--- src/hw/rtl/xtea_pkg.sv ---
`timescale 1ns / 1ps

package xtea_pkg;

    localparam logic [31:0] XT_DELTA   = 32'h9e37_79b9;
    localparam int          KEY_WORDS  = 4;
    localparam int          WORD_W     = 32;
    localparam int          KEY_IDX_W  = 2;

    typedef logic [KEY_WORDS-1:0][WORD_W-1:0] t_key;

    typedef struct packed {
        logic              kind;
        logic [WORD_W-1:0] v0;
        logic [WORD_W-1:0] v1;
        logic              last;
    } t_block;

    // Feistel mixing of one half: ((v << 4) ^ (v >> 5)) + v
    function automatic logic [WORD_W-1:0] mix_half(input logic [WORD_W-1:0] v);
        return ((v << 4) ^ (v >> 5)) + v;
    endfunction

    // Running sum after n additions of delta, modulo 2^32
    function automatic logic [WORD_W-1:0] xt_sum(input int unsigned n);
        return WORD_W'(XT_DELTA * WORD_W'(n));
    endfunction

endpackage

--- src/hw/rtl/xtea_cell.sv ---
`timescale 1ns / 1ps

module xtea_cell #(
    parameter int STEP   = 0,
    parameter int CYCLES = 32
) (
    input  logic            i_clk,
    input  logic            i_rst_n,
    input  logic            i_adv,
    input  xtea_pkg::t_key  i_key,
    input  logic            i_valid,
    input  xtea_pkg::t_block i_data,
    output logic            o_valid,
    output xtea_pkg::t_block o_data
);
    import xtea_pkg::*;

    // Half-round STEP of the enciphering order and of the deciphering order
    localparam int          ENC_N   = (STEP + 1) / 2;
    localparam int          DEC_N   = CYCLES - (STEP + 1) / 2;
    localparam logic        EVEN    = ((STEP % 2) == 0);
    localparam logic [WORD_W-1:0] ENC_SUM = xt_sum(ENC_N);
    localparam logic [WORD_W-1:0] DEC_SUM = xt_sum(DEC_N);
    // v0 updates take key[sum & 3], v1 updates take key[(sum >> 11) & 3]
    localparam logic [KEY_IDX_W-1:0] ENC_KEY = EVEN ? ENC_SUM[1:0] : ENC_SUM[12:11];
    localparam logic [KEY_IDX_W-1:0] DEC_KEY = EVEN ? DEC_SUM[12:11] : DEC_SUM[1:0];

    logic              r_valid;
    t_block            r_data;
    t_block            n_data;
    logic              w_upd_v0;
    logic [WORD_W-1:0] w_sum;
    logic [WORD_W-1:0] w_kw;
    logic [WORD_W-1:0] w_src;
    logic [WORD_W-1:0] w_dst;
    logic [WORD_W-1:0] w_f;
    logic [WORD_W-1:0] w_res;

    always_comb begin
        w_upd_v0 = EVEN ^ i_data.kind;
        w_sum    = i_data.kind ? DEC_SUM : ENC_SUM;
        w_kw     = i_data.kind ? i_key[DEC_KEY] : i_key[ENC_KEY];
        w_src    = w_upd_v0 ? i_data.v1 : i_data.v0;
        w_dst    = w_upd_v0 ? i_data.v0 : i_data.v1;
        w_f      = mix_half(w_src) ^ (w_sum + w_kw);
        w_res    = i_data.kind ? (w_dst - w_f) : (w_dst + w_f);
        n_data   = i_data;
        if (w_upd_v0) begin
            n_data.v0 = w_res;
        end else begin
            n_data.v1 = w_res;
        end
    end

    always_ff @(posedge i_clk) begin
        if (!i_rst_n) begin
            r_valid <= 1'b0;
        end else if (i_adv) begin
            r_valid <= i_valid;
        end
    end

    always_ff @(posedge i_clk) begin
        if (i_adv) begin
            r_data <= n_data;
        end
    end

    assign o_valid = r_valid;
    assign o_data  = r_data;

endmodule

--- config.mk ---
export PLATFORM = sky130hd
export DESIGN_NAME = xtea_cell
export DESIGN_NICKNAME = d
export VERILOG_FILES = /design/src/hw/rtl/xtea_pkg.sv /design/src/hw/rtl/xtea_cell.sv
export SDC_FILE = /design/constraint.sdc
export NUM_CORES = 1
export LEC_CHECK = 0
export ABC_AREA = 1
export BUFFER_PORTS_ARGS = -buffer_cell sky130_fd_sc_hd__buf_2
export CAP_MARGIN = 30
export CORE_MARGIN = 2
export CORE_UTILIZATION = 39
export DETAILED_ROUTE_END_ITERATION = 8
export GPL_ROUTABILITY_DRIVEN = 0
export SLEW_MARGIN = 5
export SYNTH_ARGS = -nofsm -noshare
export SYNTH_HDL_FRONTEND = slang
export SYNTH_SLANG_ARGS = --single-unit
--- constraint.sdc ---
create_clock -name i_clk -period 16.6 [get_ports i_clk]
set_input_delay 1.66 -clock i_clk [delete_from_list [all_inputs] [get_ports i_clk]]
set_output_delay 1.66 -clock i_clk [all_outputs]
set_load 0.1 [all_outputs]
==> run_summary.xml <==
<?xml version="1.0" encoding="UTF-8"?>
<metrics>
  <group name="layout">
    <metric name="syn2layout_area_growth" unit="%">15.8</metric>
    <metric name="nets" unit="">2098</metric>
    <metric name="drive_above_1_share" unit="">0.151</metric>
  </group>
  <group name="global_route">
    <metric name="gr-usage-all-layers" unit="">0.222</metric>
    <metric name="globalRouteOverflowTotal" unit="">0</metric>
    <metric name="grt_max_degree" unit="">86</metric>
    <metric name="first_pass_grt_wire_length" unit="um">48300</metric>
    <metric name="grt_antenna_before_repair" unit="">1</metric>
    <metric name="first_global_vias" unit="">10085</metric>
  </group>
  <group name="route">
    <metric name="antenna_left" unit="">0</metric>
    <metric name="detail_route.iter0.violations" unit="">734</metric>
    <metric name="routed_wire_length_per_instance" unit="um">14.1</metric>
    <metric name="via_count" unit="">11041</metric>
    <metric name="drt-total-wl" unit="um">30400</metric>
    <metric name="drt_first_pass_iters" unit="">6</metric>
    <metric name="met1Wirelength" unit="um">14600</metric>
    <metric name="drcViolationCount" unit="">0</metric>
    <metric name="route.met3.wl" unit="um">2010</metric>
    <metric name="highest_layer" unit="">met4</metric>
    <metric name="routed_via_density" unit="">5.13</metric>
    <metric name="wl_met2" unit="um">13300</metric>
  </group>
  <group name="yosys">
    <metric name="syn_area_per_cell" unit="um2">6.19</metric>
    <metric name="synth.cell_area" unit="um2">10100</metric>
    <metric name="adder_and_majority_cell_fraction_of_the_synthesized_area" unit="">0.104</metric>
    <metric name="post_synth_edffs" unit="">66</metric>
    <metric name="yosysTopAreaCellShare" unit="">0.224</metric>
    <metric name="leading_cell_types_by_total_area_after_synthesis" unit="">nand2_1, edfxtp_1, ha_1, xor2_1, inv_1</metric>
    <metric name="synth-main-ff-cell" unit="">edfxtp_1</metric>
    <metric name="synth.area.mux_share" unit="">0.000990</metric>
    <metric name="dominant_combinational_cell_family_by_area_after_synthesis" unit="">simple AND/OR/NAND/NOR gates</metric>
    <metric name="area_fraction_in_compound_gates_after_synthesis" unit="">0.129</metric>
    <metric name="yosys.area_share.simple" unit="">0.386</metric>
    <metric name="mappedNetlistNets" unit="">1915</metric>
    <metric name="ys.warnings.count" unit="">0</metric>
    <metric name="synth.most_common_cell" unit="">nand2_1</metric>
    <metric name="synthTopCellsByCount" unit="">nand2_1, inv_1, nand3_1</metric>
    <metric name="synth-seq-cells" unit="">67</metric>
    <metric name="yosys.cell_types.count" unit="">48</metric>
    <metric name="yosys.area_share.xor_xnor" unit="">0.104</metric>
    <metric name="ys_async_sr_fraction" unit="">0</metric>
    <metric name="synthDominantAreaCellType" unit="">nand2_1</metric>
    <metric name="synthesis.instances" unit="">1634</metric>
    <metric name="yosysSeqAreaShare" unit="">0.198</metric>
  </group>
  <group name="floorplanning">
    <metric name="initial_core_util" unit="">0.399</metric>
    <metric name="dieHeight" unit="um">165</metric>
    <metric name="die_width" unit="um">165</metric>
    <metric name="ioPinCount" unit="">265</metric>
    <metric name="die_outline_area" unit="um2">27200</metric>
    <metric name="core_region_area" unit="um2">25300</metric>
    <metric name="placement_rows" unit="">58</metric>
  </group>
  <group name="sta">
    <metric name="setup_violations" unit="">0</metric>
    <metric name="worst_slack" unit="ps">8640</metric>
    <metric name="hold_viol" unit="">0</metric>
    <metric name="fin_crit" unit="ps">7960</metric>
    <metric name="max_slew.worst_pin.slew" unit="ps">865</metric>
    <metric name="clock_skew" unit="ps">0</metric>
    <metric name="max_freq" unit="MHz">126</metric>
    <metric name="final.period_utilization" unit="">0.479</metric>
    <metric name="rsz0062_at_grt" unit="">false</metric>
    <metric name="report.final.slew_viol_count" unit="">0</metric>
    <metric name="timing.max_slew.rel_slack" unit="">0.423</metric>
    <metric name="total_negative_setup_slacks" unit="ps">0</metric>
  </group>
  <group name="critical_path">
    <metric name="reg2reg_depth" unit="">2</metric>
    <metric name="worst_ep_required_time" unit="ps">16690</metric>
    <metric name="max_stage_delay" unit="ps">590</metric>
    <metric name="worst_setup_path_end_kind" unit="">flip-flop</metric>
    <metric name="rrSetupSlack" unit="ps">15950</metric>
    <metric name="cp_data_arrival_time" unit="ps">8050</metric>
    <metric name="crit_path_start_kind" unit="">primary input</metric>
    <metric name="critical_path.reg2reg.endpoint" unit="">o_valid</metric>
    <metric name="cp_max_fo" unit="">85</metric>
    <metric name="timing.critical_path.mode_cell" unit="">nand2_1</metric>
    <metric name="worst_r2r_startpoint" unit="">o_valid</metric>
    <metric name="timing.setup.critical_path_class" unit="">in2reg</metric>
    <metric name="slowest_cell_on_the_critical_path" unit="">buf_4</metric>
  </group>
  <group name="pwr">
    <metric name="pwr-share-comb" unit="">0.737</metric>
    <metric name="power.total" unit="mW">1.77</metric>
    <metric name="leakagePower" unit="nW">6.24</metric>
    <metric name="power_per_cell_area" unit="nW/um2">151</metric>
    <metric name="power.sequential.fraction" unit="">0.153</metric>
    <metric name="power.switching" unit="mW">1.04</metric>
    <metric name="total_internal_power" unit="uW">730</metric>
    <metric name="switching_share" unit="">0.589</metric>
    <metric name="vdd_drop_max" unit="uV">142</metric>
    <metric name="share_clk_of_total_power" unit="">0.109</metric>
  </group>
  <group name="clocking">
    <metric name="htree_levels" unit="">3</metric>
    <metric name="clk_transition_reported_paths" unit="ps">60</metric>
    <metric name="clkLatencyLatePin" unit="ps">340</metric>
    <metric name="post_cts_resize_count" unit="">0</metric>
    <metric name="post-cts-setup-buffers" unit="">0</metric>
    <metric name="tritoncts.num_buffers" unit="">9</metric>
    <metric name="cts_max_path_buffers" unit="">2</metric>
    <metric name="cts.sinks" unit="">67</metric>
    <metric name="postCtsHoldBufs" unit="">0</metric>
    <metric name="clockRootBuffer" unit="">clkbuf_16</metric>
    <metric name="tritoncts" unit="">yes</metric>
  </group>
  <group name="job">
    <metric name="cap_viol_max_count" unit="">0</metric>
  </group>
  <group name="placement">
    <metric name="placement.setup.worst_slack" unit="ps">8310</metric>
    <metric name="hpwlAfterDp" unit="um">25600</metric>
    <metric name="port_buffers" unit="">200</metric>
  </group>
  <group name="outcome">
    <metric name="status" unit="">complete, no violations</metric>
  </group>
  <group name="worst_hold_path">
    <metric name="min_path_type" unit="">reg2reg</metric>
    <metric name="whs_endpoint" unit="">o_valid</metric>
    <metric name="hold-path-cell-count" unit="">2</metric>
    <metric name="critical_hold_path_startpoint" unit="">o_valid</metric>
  </group>
</metrics>
metal layers:
layer | global-route usage | vias to the layer above
li1 | - | 5751
met1 | 0.317 | 4933
met2 | 0.361 | 321
met3 | 0.0196 | 36
met4 | 0.0545 | 0
met5 | 0 | -
power by group through the flow:
stage | Combinational, mW | Clock [mW] | Sequential (mW)
after floorplan | 0.673 | 0 | 0.651
after global placement | 1.28 | 0 | 0.276
after detailed placement | 1.30 | 0 | 0.277
after CTS | 1.30 | 0.197 | 0.273
after global routing | 1.43 | 0.204 | 0.277
final | 1.31 | 0.194 | 0.272
metrics by stage:
stage / instance area, um2 / utilization / std cells / hold WS [ps]
after floorplan: 10100 / - / 1634 / 986
after global placement: 11400 / 0.451 / 2136 / 519
final: 11700 / 0.463 / 2153 / 535
after global routing: 11700 / 0.463 / 2153 / 623
after CTS: 11700 / 0.462 / 2152 / 538
after detailed placement: 11400 / 0.451 / 2136 / 528
worst max-delay path: cells and delay by family:
| family | cells | cell delay, ps |
|---|---|---|
| AO/OA/AOI/OAI | 6 | 960 |
| XOR/XNOR | 3 | 760 |
| adder cells (fa/ha/maj) | 2 | 730 |
| buffers and inverters | 5 | 1410 |
| AND/OR/NAND/NOR | 22 | 2450 |
how the worst max path moves through the flow:
stage / slack (ps) / cells after the start / from / end
4_1_cts: 8640 / 38 / i_data[65] / o_data[64]
6_report: 8640 / 38 / i_data[65] / o_data[64]
3_3_place_gp: 8410 / 38 / i_data[65] / o_data[64]
3_5_place_dp: 8310 / 38 / i_data[65] / o_data[64]
5_1_grt: 7940 / 38 / i_data[65] / o_data[64]
2_1_floorplan: 9710 / 39 / i_data[65] / o_data[32]
layout make-up:
| cell class | count | area, um2 |
|---|---|---|
| Sequential cell | 67 | 2000 |
| Inverter | 167 | 629 |
| Tap cell | 330 | 413 |
| Antenna cell | 1 | 2.50 |
| Clock buffer | 9 | 225 |
| Clock inverter | 7 | 73.8 |
| Timing Repair Buffer | 205 | 1040 |
| Fill cell | 2741 | 13600 |
| Multi-Input combinational cell | 1367 | 7330 |
state kept, by name, indices dropped and copies added (netlist names):
register,count
o_data,66
o_valid,1
placed cells by master, fill, tap and decap left out, types with 3 or more instances in the layout:
master,instances
nor2_1,111
nand3_2,4
clkbuf_16,9
nor2_2,7
o21ai_0,95
xor2_2,3
inv_2,10
nand2_2,13
buf_2,199
or2_2,5
nand2_1,603
xor2_1,77
inv_1,156
o21ai_1,17
buf_4,6
a21boi_0,3
xnor2_1,34
nand3b_1,16
nand4_1,24
o31ai_1,3
a31oi_1,15
or2_1,5
a21o_1,8
edfxtp_1,66
a221oi_1,3
nand3_1,116
nor3_1,13
a21oi_1,87
ha_1,81
cell families after synthesis:
logic type,after synthesis
AOI/OAI and AO/OA,242
buffers and inverters,200
DFF,67
xor gates and xnor gates,116
and+or+nand+nor,925
muxes,1
adders and majority gates,83
Note: power is estimated with default switching activity, not from simulation.
